`config.mk`:
```
export PLATFORM = sky130hd
export DESIGN_NAME = per_thread_watchdog_table_unit
export DESIGN_NICKNAME = d
export VERILOG_FILES = /design/src/rtl/pwdt_pkg.sv /design/src/rtl/pwdt_table.sv /design/src/rtl/pwdt_seq.sv /design/src/rtl/per_thread_watchdog_table_unit.sv
export SDC_FILE = /design/constraint.sdc
export NUM_CORES = 1
export LEC_CHECK = 0
export CORE_MARGIN = 2
export CORE_UTILIZATION = 40
export CTS_CLUSTER_DIAMETER = 50
export DETAILED_ROUTE_END_ITERATION = 8
export DONT_BUFFER_PORTS = 1
export SKIP_LAST_GASP = 1
export SLEW_MARGIN = 25
export SYNTH_ARGS = -nofsm -noshare
export SYNTH_HDL_FRONTEND = slang
export SYNTH_SLANG_ARGS = --single-unit
export TNS_END_PERCENT = 100
```
`constraint.sdc`:
```
create_clock -name clk -period 4.8 [get_ports clk]
set_input_delay 0.24 -clock clk [delete_from_list [all_inputs] [get_ports clk]]
set_output_delay 0.24 -clock clk [all_outputs]
set_load 0.05 [all_outputs]
```
`src/rtl/pwdt_pkg.sv`:
```
// ----------------------------------------------------------------------------
// Per-thread watchdog table package
// Request codes, widths of the fixed item fields and table control bundle.
// ----------------------------------------------------------------------------
package pwdt_pkg;

    localparam int CHANNEL_W = 3;
    localparam int TICKS_W   = 16;

    typedef enum logic [1:0] {
        REQ_TICK   = 2'd0,
        REQ_SET    = 2'd1,
        REQ_ENABLE = 2'd2,
        REQ_KICK   = 2'd3
    } pwdt_req_t;

    typedef struct packed {
        logic to_we;
        logic cd_we;
        logic en_we;
    } pwdt_tbl_ctl_t;

endpackage

```
`src/rtl/pwdt_table.sv`:
```
// ----------------------------------------------------------------------------
// Watchdog channel table
// Timeout and countdown memories with row valid bits, plus enable bits.
// One write address and one registered read address per cycle.
// ----------------------------------------------------------------------------
module pwdt_table #(
    parameter int NUM_CHANNELS = 8,
    parameter int COUNT_WIDTH  = 16,
    parameter int IDX_W        = 3
) (
    input  logic                      clk,
    input  logic                      rst_n,
    input  pwdt_pkg::pwdt_tbl_ctl_t   ctl,
    input  logic [IDX_W-1:0]          wr_addr,
    input  logic [COUNT_WIDTH-1:0]    to_wdata,
    input  logic [COUNT_WIDTH-1:0]    cd_wdata,
    input  logic [IDX_W-1:0]          rd_addr,
    output logic [COUNT_WIDTH-1:0]    rd_timeout,
    output logic [COUNT_WIDTH-1:0]    rd_countdown,
    output logic                      rd_enable
);

    logic [COUNT_WIDTH-1:0] to_mem [NUM_CHANNELS];
    logic [COUNT_WIDTH-1:0] cd_mem [NUM_CHANNELS];
    logic [NUM_CHANNELS-1:0] row_ok_reg;
    logic [NUM_CHANNELS-1:0] en_reg;
    logic [COUNT_WIDTH-1:0] rd_to_reg;
    logic [COUNT_WIDTH-1:0] rd_cd_reg;
    logic                   rd_ok_reg;
    logic                   rd_en_reg;

    always_ff @(posedge clk)
    begin
        if (ctl.to_we)
        begin
            to_mem[wr_addr] <= to_wdata;
        end
        if (ctl.cd_we)
        begin
            cd_mem[wr_addr] <= cd_wdata;
        end
        rd_to_reg <= to_mem[rd_addr];
        rd_cd_reg <= cd_mem[rd_addr];
    end

    always_ff @(posedge clk or negedge rst_n)
    begin
        if (!rst_n)
        begin
            row_ok_reg <= '0;
            en_reg     <= '0;
            rd_ok_reg  <= 1'b0;
            rd_en_reg  <= 1'b0;
        end
        else
        begin
            if (ctl.to_we)
            begin
                row_ok_reg[wr_addr] <= 1'b1;
            end
            if (ctl.en_we)
            begin
                en_reg[wr_addr] <= 1'b1;
            end
            rd_ok_reg <= row_ok_reg[rd_addr];
            rd_en_reg <= en_reg[rd_addr];
        end
    end

    // rows never set read as zero
    assign rd_timeout   = rd_ok_reg ? rd_to_reg : '0;
    assign rd_countdown = rd_ok_reg ? rd_cd_reg : '0;
    assign rd_enable    = rd_en_reg;

endmodule

```
`src/rtl/pwdt_seq.sv`:
```
// ----------------------------------------------------------------------------
// Watchdog request sequencer
// Decodes accepted items and walks the table through one shared
// compare-and-decrement unit, one channel per cycle.
// ----------------------------------------------------------------------------
module pwdt_seq #(
    parameter int NUM_CHANNELS = 8,
    parameter int COUNT_WIDTH  = 16,
    parameter int IDX_W        = 3
) (
    input  logic                      clk,
    input  logic                      rst_n,
    input  logic                      start,
    input  pwdt_pkg::pwdt_req_t       req,
    input  logic [IDX_W-1:0]          ch_idx,
    input  logic                      ch_ok,
    input  logic [COUNT_WIDTH-1:0]    ticks,
    output logic                      idle,
    output pwdt_pkg::pwdt_tbl_ctl_t   ctl,
    output logic [IDX_W-1:0]          wr_addr,
    output logic [COUNT_WIDTH-1:0]    to_wdata,
    output logic [COUNT_WIDTH-1:0]    cd_wdata,
    output logic [IDX_W-1:0]          rd_addr,
    input  logic [COUNT_WIDTH-1:0]    rd_timeout,
    input  logic [COUNT_WIDTH-1:0]    rd_countdown,
    input  logic                      rd_enable,
    output logic                      res_valid,
    output logic                      res_value,
    input  logic                      res_take
);

    typedef enum logic [3:0] {
        S_IDLE = 4'b0001,
        S_KICK = 4'b0010,
        S_WALK = 4'b0100,
        S_DONE = 4'b1000
    } seq_state_t;

    seq_state_t       state_reg, state_next;
    logic [IDX_W-1:0] idx_reg, idx_next;
    logic             res_reg, res_next;

    logic                   last;
    logic                   fail;
    logic [COUNT_WIDTH-1:0] dec;

    // shared check unit
    assign last = (idx_reg == IDX_W'(NUM_CHANNELS - 1));
    assign fail = rd_enable && ((rd_countdown == '0) || (rd_countdown > rd_timeout));
    assign dec  = rd_countdown - COUNT_WIDTH'(1);

    always_comb
    begin
        state_next = state_reg;
        idx_next   = idx_reg;
        res_next   = res_reg;
        ctl        = '0;
        wr_addr    = idx_reg;
        to_wdata   = ticks;
        cd_wdata   = dec;
        rd_addr    = '0;
        case (state_reg)
            S_IDLE:
            begin
                wr_addr  = ch_idx;
                cd_wdata = ticks;
                rd_addr  = (req == pwdt_pkg::REQ_KICK && ch_ok) ? ch_idx : '0;
                if (start)
                begin
                    case (req)
                        pwdt_pkg::REQ_TICK:
                        begin
                            idx_next   = '0;
                            state_next = S_WALK;
                        end
                        pwdt_pkg::REQ_SET:
                        begin
                            ctl.to_we = ch_ok;
                            ctl.cd_we = ch_ok;
                        end
                        pwdt_pkg::REQ_ENABLE:
                        begin
                            ctl.en_we = ch_ok;
                        end
                        pwdt_pkg::REQ_KICK:
                        begin
                            if (ch_ok)
                            begin
                                idx_next   = ch_idx;
                                state_next = S_KICK;
                            end
                        end
                        default:
                        begin
                            state_next = S_IDLE;
                        end
                    endcase
                end
            end
            S_KICK:
            begin
                cd_wdata   = rd_timeout;
                ctl.cd_we  = 1'b1;
                state_next = S_IDLE;
            end
            S_WALK:
            begin
                rd_addr = last ? '0 : idx_reg + IDX_W'(1);
                if (fail)
                begin
                    res_next   = 1'b0;
                    state_next = S_DONE;
                end
                else
                begin
                    ctl.cd_we = rd_enable;
                    if (last)
                    begin
                        res_next   = 1'b1;
                        state_next = S_DONE;
                    end
                    else
                    begin
                        idx_next = idx_reg + IDX_W'(1);
                    end
                end
            end
            S_DONE:
            begin
                if (res_take)
                begin
                    state_next = S_IDLE;
                end
            end
            default:
            begin
                state_next = S_IDLE;
            end
        endcase
    end

    always_ff @(posedge clk or negedge rst_n)
    begin
        if (!rst_n)
        begin
            state_reg <= S_IDLE;
            idx_reg   <= '0;
            res_reg   <= 1'b0;
        end
        else
        begin
            state_reg <= state_next;
            idx_reg   <= idx_next;
            res_reg   <= res_next;
        end
    end

    assign idle      = (state_reg == S_IDLE);
    assign res_valid = (state_reg == S_DONE);
    assign res_value = res_reg;

endmodule

```
`src/rtl/per_thread_watchdog_table_unit.sv`:
```
// ----------------------------------------------------------------------------
// Per-thread watchdog table unit
// Multi-channel software watchdog: set, enable and kick per channel, and a
// tick that walks the channels up to the first failing one and reports
// whether the hardware watchdog may be reloaded.
// ----------------------------------------------------------------------------
// Set, enable and kick items give no result. A tick: the sequencer walks the
// channel table one entry per cycle from index 0 through a single
// compare-and-decrement unit, reading the registered-output table memory one
// entry ahead, and stops at the first failing enabled channel. The tick's
// hw_reload item is then held in an output register, so the next item can
// be taken while it waits; a further tick walks the table but then holds its
// result, and the input, until that register is free.
// ----------------------------------------------------------------------------
module per_thread_watchdog_table_unit #(
    parameter int NUM_CHANNELS = 8,
    parameter int COUNT_WIDTH  = 16
) (
    input  logic                            clk,
    input  logic                            rst_n,
    input  logic                            req_valid,
    output logic                            req_stall,
    input  logic [1:0]                      req_type,
    input  logic [pwdt_pkg::CHANNEL_W-1:0]  channel,
    input  logic [pwdt_pkg::TICKS_W-1:0]    timeout_ticks,
    output logic                            rsp_valid,
    input  logic                            rsp_stall,
    output logic                            hw_reload
);

    localparam int IDX_W    = (NUM_CHANNELS > 1) ? $clog2(NUM_CHANNELS) : 1;
    localparam int CH_EXT_W = (IDX_W > pwdt_pkg::CHANNEL_W) ? IDX_W : pwdt_pkg::CHANNEL_W;
    localparam int TK_EXT_W = (COUNT_WIDTH > pwdt_pkg::TICKS_W) ? COUNT_WIDTH
                                                                 : pwdt_pkg::TICKS_W;

    logic                      idle;
    logic                      start;
    logic [CH_EXT_W-1:0]       ch_ext;
    logic [TK_EXT_W-1:0]       tk_ext;
    logic                      ch_ok;
    pwdt_pkg::pwdt_tbl_ctl_t   ctl;
    logic [IDX_W-1:0]          wr_addr;
    logic [COUNT_WIDTH-1:0]    to_wdata;
    logic [COUNT_WIDTH-1:0]    cd_wdata;
    logic [IDX_W-1:0]          rd_addr;
    logic [COUNT_WIDTH-1:0]    rd_timeout;
    logic [COUNT_WIDTH-1:0]    rd_countdown;
    logic                      rd_enable;
    logic                      res_valid;
    logic                      res_value;
    logic                      res_take;
    logic                      rsp_valid_reg;
    logic                      hw_reload_reg;

    assign req_stall = !idle;
    assign start     = req_valid && idle;
    assign ch_ext    = CH_EXT_W'(channel);
    assign tk_ext    = TK_EXT_W'(timeout_ticks);
    assign ch_ok     = (32'(channel) < 32'(NUM_CHANNELS));
    assign res_take  = !rsp_valid_reg || !rsp_stall;

    pwdt_seq #(
        .NUM_CHANNELS (NUM_CHANNELS),
        .COUNT_WIDTH  (COUNT_WIDTH),
        .IDX_W        (IDX_W)
    ) u_seq (
        .clk          (clk),
        .rst_n        (rst_n),
        .start        (start),
        .req          (pwdt_pkg::pwdt_req_t'(req_type)),
        .ch_idx       (ch_ext[IDX_W-1:0]),
        .ch_ok        (ch_ok),
        .ticks        (tk_ext[COUNT_WIDTH-1:0]),
        .idle         (idle),
        .ctl          (ctl),
        .wr_addr      (wr_addr),
        .to_wdata     (to_wdata),
        .cd_wdata     (cd_wdata),
        .rd_addr      (rd_addr),
        .rd_timeout   (rd_timeout),
        .rd_countdown (rd_countdown),
        .rd_enable    (rd_enable),
        .res_valid    (res_valid),
        .res_value    (res_value),
        .res_take     (res_take)
    );

    pwdt_table #(
        .NUM_CHANNELS (NUM_CHANNELS),
        .COUNT_WIDTH  (COUNT_WIDTH),
        .IDX_W        (IDX_W)
    ) u_table (
        .clk          (clk),
        .rst_n        (rst_n),
        .ctl          (ctl),
        .wr_addr      (wr_addr),
        .to_wdata     (to_wdata),
        .cd_wdata     (cd_wdata),
        .rd_addr      (rd_addr),
        .rd_timeout   (rd_timeout),
        .rd_countdown (rd_countdown),
        .rd_enable    (rd_enable)
    );

    // hold the result item until taken
    always_ff @(posedge clk or negedge rst_n)
    begin
        if (!rst_n)
        begin
            rsp_valid_reg <= 1'b0;
            hw_reload_reg <= 1'b0;
        end
        else if (res_take)
        begin
            rsp_valid_reg <= res_valid;
            hw_reload_reg <= res_value;
        end
    end

    assign rsp_valid = rsp_valid_reg;
    assign hw_reload = hw_reload_reg;

endmodule

```
=== Yosys cells after proc, flatten, opt, wreduce, memory -nomap -nowiden ===
Memories as Yosys holds them, arrays and structs flattened. A register that Yosys moved wholly into a read port is not among the register bits.
Index checks and enable logic that the tools add are counted.

* Equality and inequality tests: 14
* Div/mod/pow operators: 0
* Reduce and logical (&&, ||, !) cells: 15
* Magnitude comparators: 4
* $add $sub $neg: 2
* Shift-type cells: 0
* Mux-type cells: 37
* Bitwise gates (word level): 2
* $mul: 0

{| class="wikitable"
|+ Operator list
! operator !! number
|-
| 16-bit 2-to-1 mux || 2
|-
| 16-bit case mux with 2 select lines || 1
|-
| 3-bit 2-to-1 mux || 7
|-
| 3-bit case mux with 2 select lines || 3
|-
| 16-bit > comparator || 1
|-
| 16-bit logical NOT || 1
|-
| 4-bit 2-to-1 mux || 4
|-
| 8-bit bitwise OR || 2
|-
| 16-bit by 1-bit subtractor with 16-bit output (second input constant) || 1
|-
| 1-bit 2-to-1 mux || 13
|-
| 4-bit case mux with 3 select lines || 1
|-
| 3-bit by 4-bit < comparator with 1-bit output (second input constant) || 2
|-
| 4-bit case mux with 2 select lines || 1
|-
| 1-bit binary-select mux with 3-bit select || 2
|-
| 3-bit by 1-bit inequality test with 1-bit output (second input constant) || 2
|-
| 5-bit AND reduction || 1
|-
| 2-bit equality test (second input constant) || 2
|-
| 4-bit by 1-bit equality test with 1-bit output (second input constant) || 1
|-
| 4-bit by 2-bit equality test with 1-bit output (second input constant) || 1
|-
| 4-bit by 3-bit equality test with 1-bit output (second input constant) || 1
|-
| 4-bit equality test (second input constant) || 1
|-
| 2-bit by 1-bit inequality test with 1-bit output (second input constant) || 2
|-
| 2-bit inequality test (second input constant) || 2
|-
| 4-bit AND reduction || 1
|-
| 13 further kinds || 19
|}

* Bits in writable memories: 256
* Word-level logic and storage cells: 85
* Bits in read-only memories: 0
* Bits in registers: 28
* Latch bits: 0
* Memories kept: 2

{| class="wikitable"
|+ Memory list
! memory !! words !! width !! rd ports !! clocked after Yosys merged registers in !! wr ports !! RTL line !! RTL
|-
| u_table.cd_mem || 8 || 16 || 1 || 1 || 1 || pwdt_table.sv:24 || <nowiki>logic [COUNT_WIDTH-1:0] cd_mem [NUM_CHANNELS];</nowiki>
|-
| u_table.to_mem || 8 || 16 || 1 || 1 || 1 || pwdt_table.sv:23 || <nowiki>logic [COUNT_WIDTH-1:0] to_mem [NUM_CHANNELS];</nowiki>
|}

=== Logic depth before layout (Yosys ltp) ===
Gate-level depths: netlist of the first run.

* Depth after elaboration: 8
* Mapped depth: 12

=== Hierarchy ===
A second synthesis of the first run with hierarchy kept.

* Cells, all modules: 733
* Area, all modules: 13123.8 µm²

{| class="wikitable"
|+ By module, submodules not included
! module !! times used !! area an instance (µm²) !! cells an instance !! seq. area each (µm²)
|-
| pwdt_table || 1 || 11410.9 || 511 || 8778.4
|-
| pwdt_seq || 1 || 1620.3 || 214 || 201.4
|-
| per_thread_watchdog_table_unit || 1 || 92.6 || 8 || 50.0
|}

=== Least setup slack after synthesis of the first run ===
No wires, ideal clock.

* Path kind: register to register
* From: register u_table.rd_ok_reg
* To: memory u_table.cd_mem[1][0] (enable)
* Data arrival time: 3.888 ns
* Clock period less this slack: 4.277 ns
* Stages on the path, launching flop included: 13
* Setup time: 0.388 ns
* Path slack: 0.523 ns
* Required time: 4.412 ns
* Path through: dfrtp_1 > clkbuf_1 > clkbuf_1 > buf_1 > clkbuf_1 > nand2_1 > ha_1 > a21o_1 > a221o_1 > a221o_1 > a221oi_1 > a31oi_1 > nor2_1

* Longest elaborated chain between the ends: 8
* Elaborated cells on any way between the ends: 10
* Those cells by class: order compare: 1; mux: 6; reduce/logical: 3

{| class="wikitable"
|+ Ends and longest elaborated chain
! item !! RTL line !! RTL
|-
| start, declared || pwdt_table.sv:29 || <nowiki>logic rd_ok_reg;</nowiki>
|-
| start signal, assigned || pwdt_table.sv:65 || <nowiki>rd_ok_reg <= row_ok_reg[rd_addr];</nowiki>
|-
| 16-bit 2-to-1 mux, on equally long branches || pwdt_table.sv:72, pwdt_table.sv:71 ||
|-
| 16-bit > comparator / 16-bit logical NOT (equally long branches) || pwdt_seq.sv:49 || <nowiki>assign fail = rd_enable && ((rd_countdown == '0) || (rd_countdown > rd_timeout));</nowiki>
|-
| 1-bit logical OR * || pwdt_seq.sv:49 ||
|-
| 1-bit logical AND * || pwdt_seq.sv:49 ||
|-
| 1-bit 2-to-1 mux * || pwdt_seq.sv:109 || <nowiki>if (fail)</nowiki>
|-
| 1-bit case mux with 3 select lines * || pwdt_seq.sv:62 || <nowiki>case (state_reg)</nowiki>
|-
| 1-bit 2-to-1 mux * || pwdt_table.sv:38 || <nowiki>if (ctl.cd_we)</nowiki>
|-
| 1-bit 2-to-1 mux (implied by the code) * || pwdt_table.sv:40 || <nowiki>cd_mem[wr_addr] <= cd_wdata;</nowiki>
|-
| end, declared || pwdt_table.sv:24 ||
|}

Mark *: on every way between the ends. The rest lies on a longest branch, timed or not.

=== Worst setup path in the final report of the first run ===
* From: register u_table.rd_ok_reg
* To: memory u_table.cd_mem[6][10] (enable)

The elaborated chain is that of the path after synthesis.

==> results of run 1 <==
==> timing repair <==
item,CTS,global route
hold buffers,22,0
endpoints found under the hold margin,159,0
setup buffers,0,0
==> metrics by stage <==
step,setup slack [ns],cells,util (%)
2_1_floorplan,0.523,864,-
3_3_place_gp,0.989,1297,42.2
3_5_place_dp,0.912,1297,42.2
4_1_cts,0.910,1383,46.3
5_1_grt,0.704,1383,46.3
6_report,0.991,1383,46.3
==> report_power, final <==
part	switching [mW]	internal [mW]
clock	1.06	1.52
sequential	0.236	3.50
combinational	1.31	0.775
total	2.60	5.80
==> placed cells by master, fill, tap and decap left out, types with 6 or more instances in the layout <==
master / synthesis / layout
a32oi_1: 11 / 11
o21ai_0: 14 / 7
o21ai_1: 1 / 8
dlygate4sd3_1: 0 / 21
nor3_1: 7 / 7
edfxtp_1: 256 / 256
xnor2_1: 6 / 6
nand3_1: 6 / 6
nand2b_1: 6 / 6
buf_4: 2 / 23
dfxtp_1: 32 / 32
dfrtp_1: 27 / 26
mux2_2: 38 / 38
a21oi_1: 19 / 19
nand2_1: 41 / 41
mux2i_1: 205 / 205
ha_1: 17 / 17
clkbuf_16: 0 / 37
nor2_1: 30 / 14
nor2_2: 0 / 16
a221o_1: 6 / 6
o21bai_1: 15 / 15
clkbuf_1: 15 / 8
and2_1: 15 / 15
==> metal layers <==
metal	vias to the layer above	part of all wire [%]	wire, um
met5	-	0	0
met2	131	44	12100
met4	0	1.7	469
met3	43	4.1	1130
met1	3612	50	13500
li1	3428	-	-
==> worst reg2reg max path: stages, from the launching register on <==
cell and delay (ns):
dfrtp_2 0.86, and2_1 0.25, ha_1 0.26, a21o_1 0.17
a221o_1 0.31, a221o_1 0.36, a221oi_1 0.48, a31oi_2 0.36
nor2_2 0.19, buf_4 0.27
==> worst min-delay path by stage <==
stage / startpoint / end / slack [ns] / depth (start not counted)
6_report: channel[0] / u_seq.idx_reg[0] / 0.06 / 3
3_3_place_gp: rst_n / u_table.row_ok_reg[6] / -0.05 / 0
2_1_floorplan: rst_n / hw_reload / -0.06 / 0
3_5_place_dp: rst_n / u_table.row_ok_reg[6] / -0.05 / 0
4_1_cts: channel[0] / u_seq.idx_reg[0] / 0.04 / 3
5_1_grt: req_type[1] / u_seq.state_reg[2] / 0.07 / 2
==> layout make-up <==
type                            instances  share of cell area (%)
Multi-Input combinational cell        502                    27.6
Sequential cell                       316                    58.4
Timing Repair Buffer                   47                    2.87
Clock inverter                         17                   0.980
Tap cell                              448                    3.63
Clock buffer                           47                    6.36
Inverter                                6                   0.146
==> cells by family after synthesis <==
group / Yosys count / synth area share (%)
AOI/OAI and AO/OA: 100 / 5.35
buffers and inverters: 46 / 1.78
xor gates and xnor gates: 11 / 0.715
and+or+nand+nor: 131 / 5.10
muxes: 243 / 18.4
DFF: 316 / 67.1
adders and majority gates: 17 / 1.58
==> impl_summary.txt, run 1 <==
----------------------------------------------------
[Status]
  Status ... complete, no violations

[Setup path]
  Most prevalent standard cell on the critical path ... a221o_1
  Stages on the worst setup path ... 9
  Family with the most delay on the worst path ... compound AO/OA/AOI/OAI gates
  Setup Crit Path Kind ... register to register
  Crit path launch ... u_table.rd_ok_reg
  R2r setup slk ... 0.99 ns
  R2r worst-path depth ... 9
  Delay of the slowest cell on the worst path ... around 0.86 ns
  Required arrival time at the worst endpoint ... about 5.0 ns
  Worst-path maximum fanout ... 50
  CP endpoint ... u_table.cd_mem[6][10]
  WP data arrival ... 3.99 ns
  Crit path launch type ... register
  Worst flop-to-flop path endpoint ... u_table.cd_mem[6][10]
  Worst path buffer plus inverter count ... 1
  Critical path cell sequence ... and2_1 -> ha_1 -> a21o_1 -> a221o_1 -> a221o_1 -> a221oi_1 -> a31oi_2 -> nor2_2 -> buf_4
  Cell type of the slowest stage on the worst timing path ... dfrtp_2
  Reg-to-Reg Start ... u_table.rd_ok_reg
  Crit end category ... register

[Logic synthesis]
  Synth area leaders ... edfxtp_1 57%, mux2i_1 15%, dfrtp_1 5.0%, dfxtp_1 4.8%, mux2_2 3.2%
  Count of unique library cells instantiated by Yosys ... just over 60
  #FFs+latches synth ... 316
  Fraction of the yosys area taken by sequential cells ... between 60% and 70%
  Total number of yosys warnings ... 0
  Cell count after synthesis ... around 860
  Mean area per synthesized cell ... approximately 16 um2
  Most frequently used cell type in the post-synthesis netlist ... edfxtp_1
  Async SR Flop Fraction ... roughly 8.9%
  Mapped Area ... between 10000 and 15000 um2
  Most numerous cell types in the synthesized netlist ... 256 x edfxtp_1, 205 x mux2i_1, 41 x nand2_1
  Main flop type after synthesis ... edfxtp_1
  Top cell type's share of synthesized area ... a little under three fifths
  Total nets after synthesis ... between 900 and 1000
  Number of enable-type register cells in the synthesized netlist ... ~260
  Dominant cell type by area after synthesis ... edfxtp_1

[GRT]
  GR Layer Usage met1 ... about a quarter
  Global route overflow ... 0
  GR met2 Demand/Resource ... 23.9%
  Number of antenna violations at the first check in global routing ... 0
  GR Util met3 ... about 2.7%
  Overall track demand over capacity in global routing ... 15.7%
  Most heavily used metal layer in global routing ... met2
  Vias in the first global route ... about 7000
  Global-route wire length before repair ... between 40000 and 50000 um
  Pin count of the biggest net entering global routing ... 86

[Timing]
  Worst slew margin ... approximately two fifths
  Hold Vio Cnt, Final ... 0
  Worst Hold Slack ... 0.0642 ns
  Tightest Pin Transition ... ~0.9 ns
  Max Clock Skew ... ~0.013 ns
  RSZ-0062 raised after global routing ... no
  F_max ... roughly 0.26 GHz
  Final setup fails ... 0
  Pins Over Slew Limit ... 0
  Final min period ... between 3 and 4 ns
  Setup TNS ... 0 ns
  Final cycle utilization of the critical path ... 79.4%

[CTS]
  TritonCTS clock tree ... done
  Total of cells resized after clock tree synthesis ... 0
  Cts bufs inserted ... 36
  Clock Pin Slew Worst Setup and Hold Paths ... 0.06 ns
  Clock Root Buffer ... clkbuf_16
  Clock Path Buffers ... 3
  Later-pin clock latency in the skew report ... 0.51 ns
  Count of clock tree sinks ... ~320
  Clock H-tree levels ... 2

[Drt]
  First-pass detailed-route iteration total ... 4
  Via count normalized by instance count ... around 5.2
  Initial DRC Count ... 419
  # DRC ... 0
  Routed vias ... between 7000 and 8000
  Mean routed wirelength per cell ... 19.7 um
  Total wire length ... around 27000 um
  Remaining antenna violation count after routing ... 0

[Placement]
  Count of port buffers added during placement ... 0
  Cell Area, Placed ... about 14000 um2
  HPWL reported at the end of detailed placement ... ~17000 um
  Final weighted congestion in routability-driven placement ... around 0.84

[Pwr]
  P_leak ... 6.46 nW
  Final Power ... approximately 8.4 mW
  Power per cell area ... about 540 nW/um2
  Peak ir drop on the vdd network ... 0.349 mV

[Floorplanning]
  Vertical die dimension ... 187 um
  Die width ... approximately 190 um
  Total die area ... between 30000 and 40000 um2
  Initial Utilization ... 40.4%
  Rows ... 67
  Core footprint ... approximately 33000 um2
  Io pins ... 28

[Layout]
  Synthesis-to-finish area growth ... 14.7%
  # diodes ... 0
  Register cell area after layout ... between 9000 and 10000 um2
  Regs by FF count ... u_table.cd_mem x128, u_table.to_mem x128
  Post-route cell area ... between 15000 and 20000 um2
  Fraction of layout instances using a drive strength above 1 ... 16.6%
  Area of the multi-input gates ... approximately 4300 um2
  Fillcell total ... approximately 2900
  Final #Nets ... 951

[Job]
  Maximum Capacitance Violations ... 0

[Hold path]
  Type of the worst min-delay path ... primary input to register

----------------------------------------------------
Note: power is estimated with default switching activity, not from simulation.
==> run 2, diff against run 1 <==
ABC_AREA = 1   (was not set)
clock period = 3.4 ns   (was 4.8 ns; I/O delays follow)
==> impl_summary.txt, run 2 <==
----------------------------------------------------
[Placement]
  Placed Cells ... ~1600
  Count of port buffers added during placement ... 0
  HPWL reported at the end of detailed placement ... approximately 18000 um
  Final weighted congestion in routability-driven placement ... 0.854

[Setup path]
  Most prevalent standard cell on the critical path ... nand2_1
  Delay of the slowest cell on the worst path ... around 0.48 ns
  Stages on the worst setup path ... 17
  Reg-to-Reg Start ... u_table.rd_ok_reg
  Crit path launch ... u_table.rd_ok_reg
  Crit path launch type ... register
  Critical path cell sequence ... buf_4 -> nand2_1 -> inv_1 -> ha_1 -> nand2_1 -> nand2_1 -> nand2_1 -> nand2_1 -> a21oi_1 -> nand2_1 -> nand2_1 -> nand2_1 -> nand2_1 -> nand4_1 -> nand3_2 -> nand2_1 -> inv_1
  R2r setup slk ... 0.43 ns
  Required arrival time at the worst endpoint ... 3.53 ns
  Cell type of the slowest stage on the worst timing path ... inv_1
  Setup Crit Path Kind ... register to register
  Worst-path maximum fanout ... 29
  WP data arrival ... just over 3 ns
  Worst flop-to-flop path endpoint ... u_table.cd_mem[1][6]
  CP endpoint ... u_table.cd_mem[1][6]
  R2r worst-path depth ... 17
  Worst path buffer plus inverter count ... 3
  Family with the most delay on the worst path ... simple AND/OR/NAND/NOR gates
  Crit end category ... register

[GRT]
  Vias in the first global route ... about 8400
  Overall track demand over capacity in global routing ... about 18%
  Global-route wire length before repair ... approximately 46000 um
  Pin count of the biggest net entering global routing ... roughly 140
  Global route overflow ... 0
  Number of antenna violations at the first check in global routing ... 0

[Floorplanning]
  Io pins ... 28
  Total die area ... 34300 um2
  Vertical die dimension ... 185 um
  Initial Utilization ... about two fifths
  Core footprint ... 32500 um2
  Die width ... ~190 um
  Rows ... 66

[Logic synthesis]
  Total nets after synthesis ... 1218
  Count of unique library cells instantiated by Yosys ... 38
  Async SR Flop Fraction ... 8.86%
  #FFs+latches synth ... roughly 320
  Main flop type after synthesis ... edfxtp_1
  Mean area per synthesized cell ... 11.2 um2
  Number of enable-type register cells in the synthesized netlist ... ~260
  Most frequently used cell type in the post-synthesis netlist ... edfxtp_1
  Top cell type's share of synthesized area ... 58.6%
  Synth area leaders ... edfxtp_1 59%, nand2_1 6.4%, dfrtp_1 5.1%, nor2_1 4.9%, dfxtp_1 4.9%
  Cell count after synthesis ... roughly 1200
  Total number of yosys warnings ... 0
  Fraction of the yosys area taken by sequential cells ... 68.8%
  Mapped Area ... approximately 13000 um2
  Dominant cell type by area after synthesis ... edfxtp_1
  Most numerous cell types in the synthesized netlist ... 256 x edfxtp_1, 225 x nand2_1, 172 x nor2_1

[Timing]
  Tightest Pin Transition ... approximately 0.87 ns
  Hold Vio Cnt, Final ... 0
  Final setup fails ... 0
  Pins Over Slew Limit ... 0
  Setup TNS ... 0 ns
  Max Clock Skew ... ~0.012 ns
  Final min period ... between 2 and 3 ns
  Final cycle utilization of the critical path ... 87.4%
  Worst slew margin ... between 40% and 50%
  F_max ... 0.336 GHz
  RSZ-0062 raised after global routing ... no

[CTS]
  Hold-fix buffers, CTS ... 25
  Clock H-tree levels ... 2
  Clock Root Buffer ... clkbuf_16
  Clock Pin Slew Worst Setup and Hold Paths ... 0.05 ns
  Later-pin clock latency in the skew report ... 0.50 ns
  Postcts setup bufs ... 0
  Total of cells resized after clock tree synthesis ... 0
  TritonCTS clock tree ... done
  Count of clock tree sinks ... 316
  Clock Path Buffers ... 3
  Cts bufs inserted ... 36

[Status]
  Status ... complete, no violations

[Layout]
  Fraction of layout instances using a drive strength above 1 ... about a tenth
  Final #Nets ... about 1300
  Util after Layout ... 46.7%
  Final standard cell count with taps included and fillers excluded ... ~1700
  Regs by FF count ... u_table.cd_mem x128, u_table.to_mem x128
  Most used cells in the layout excluding fill and tap cells ... 256 x edfxtp_1, 225 x nand2_1, 164 x nor2_1
  Fillcell total ... 2921
  Synthesis-to-finish area growth ... 15.5%
  Commonest non-fill, non-tap cell in the layout ... edfxtp_1

[Pwr]
  Peak ir drop on the vdd network ... between 0.4 and 0.5 mV
  Power per cell area ... 889 nW/um2
  P_leak ... between 5 and 6 nW

[Drt]
  Routed vias ... ~8700
  Mean routed wirelength per cell ... roughly 17 um
  Total wire length ... 29600 um
  Initial DRC Count ... 675
  First-pass detailed-route iteration total ... 4
  # DRC ... 0
  Remaining antenna violation count after routing ... 0
  Via count normalized by instance count ... 5.12

[Job]
  Maximum Capacitance Violations ... 0

[Hold path]
  Type of the worst min-delay path ... primary input to register

----------------------------------------------------
==> run 2: cell types whose count changed after synthesis, moves of 12 or more <==
cell	delta
nand2_1	+184
buf_2	+13
and2_1	-15
o22ai_1	+68
o211ai_1	+12
mux2i_1	-205
o21ai_1	+46
inv_1	+61
mux2_2	-37
nor2_1	+142
o21ai_0	+95
==> run 2: metrics by stage <==
step / cell area (um2) / hold WS (ns) / setup slack, ns / power [mW]
3_5_place_dp: 13800 / -0.125 / 0.426 / 9.84
3_3_place_gp: 13800 / -0.125 / 0.461 / 9.79
6_report: 15200 / 0.0222 / 0.428 / 13.5
2_1_floorplan: 13100 / -0.126 / 0.531 / 8.40
4_1_cts: 15200 / 0.000960 / 0.417 / 13.6
5_1_grt: 15200 / 0.0225 / 0.132 / 14.3
==> run 2: logic make-up (layout without fill, tap and decap cells) <==
kind of cell               after synthesis  after routing  synth area share [%]
AOI/OAI and AO/OA                      260            260                  11.1
xor gates and xnor gates                 8              8                 0.534
adders and majority gates               17             17                  1.62
buffers and inverters                  132            204                  4.34
DFF                                    316            316                  68.8
muxes                                    1              1                0.0858
other                                    0              1                     0
and+or+nand+nor                        442            442                  13.5
==> run 2: worst register-to-register path: stages, from the launching register on <==
cell	delay, ns
dfrtp_1	0.35
buf_4	0.22
nand2_1	0.21
inv_1	0.07
ha_1	0.30
nand2_1	0.06
nand2_1	0.05
nand2_1	0.06
nand2_1	0.05
a21oi_1	0.10
nand2_1	0.06
nand2_1	0.05
nand2_1	0.05
nand2_1	0.13
nand4_1	0.12
nand3_2	0.16
nand2_1	0.07
inv_1	0.49
==> run 2: area by class of cell <==
class / count / area (um2) / area share (%)
Antenna cell: 1 / 2.50 / 0.0165
Clock buffer: 50 / 985 / 6.50
Clock inverter: 14 / 146 / 0.966
Inverter: 73 / 277 / 1.82
Multi-Input combinational cell: 728 / 3560 / 23.5
Sequential cell: 316 / 9030 / 59.6
Tap cell: 442 / 553 / 3.65
Timing Repair Buffer: 67 / 601 / 3.96
==> run 2: worst min-delay path by stage <==
stage / from / endpoint / slack, ns / cells past startpoint
6_report: req_type[1] / u_seq.state_reg[0] / 0.02 / 4
5_1_grt: req_type[1] / u_seq.state_reg[0] / 0.02 / 4
4_1_cts: req_type[1] / u_seq.state_reg[0] / 0.001 / 4
3_5_place_dp: rst_n / u_table.row_ok_reg[2] / -0.12 / 0
3_3_place_gp: rst_n / u_table.row_ok_reg[2] / -0.12 / 0
2_1_floorplan: rst_n / hw_reload / -0.13 / 0
==> run 2: power breakdown <==
part	switching [mW]	total [mW]	internal (mW)
combinational	3.00	4.45	1.44
sequential	0.200	5.35	5.15
clock	1.44	3.69	2.25
==> run 2: layer usage <==
layer	share of wire (%)	vias up	track usage, %
li1	-	4215	-
met1	46	4205	23.8
met2	49	191	29.7
met3	4.3	41	2.85
met4	1.6	0	4.13
met5	0	-	0
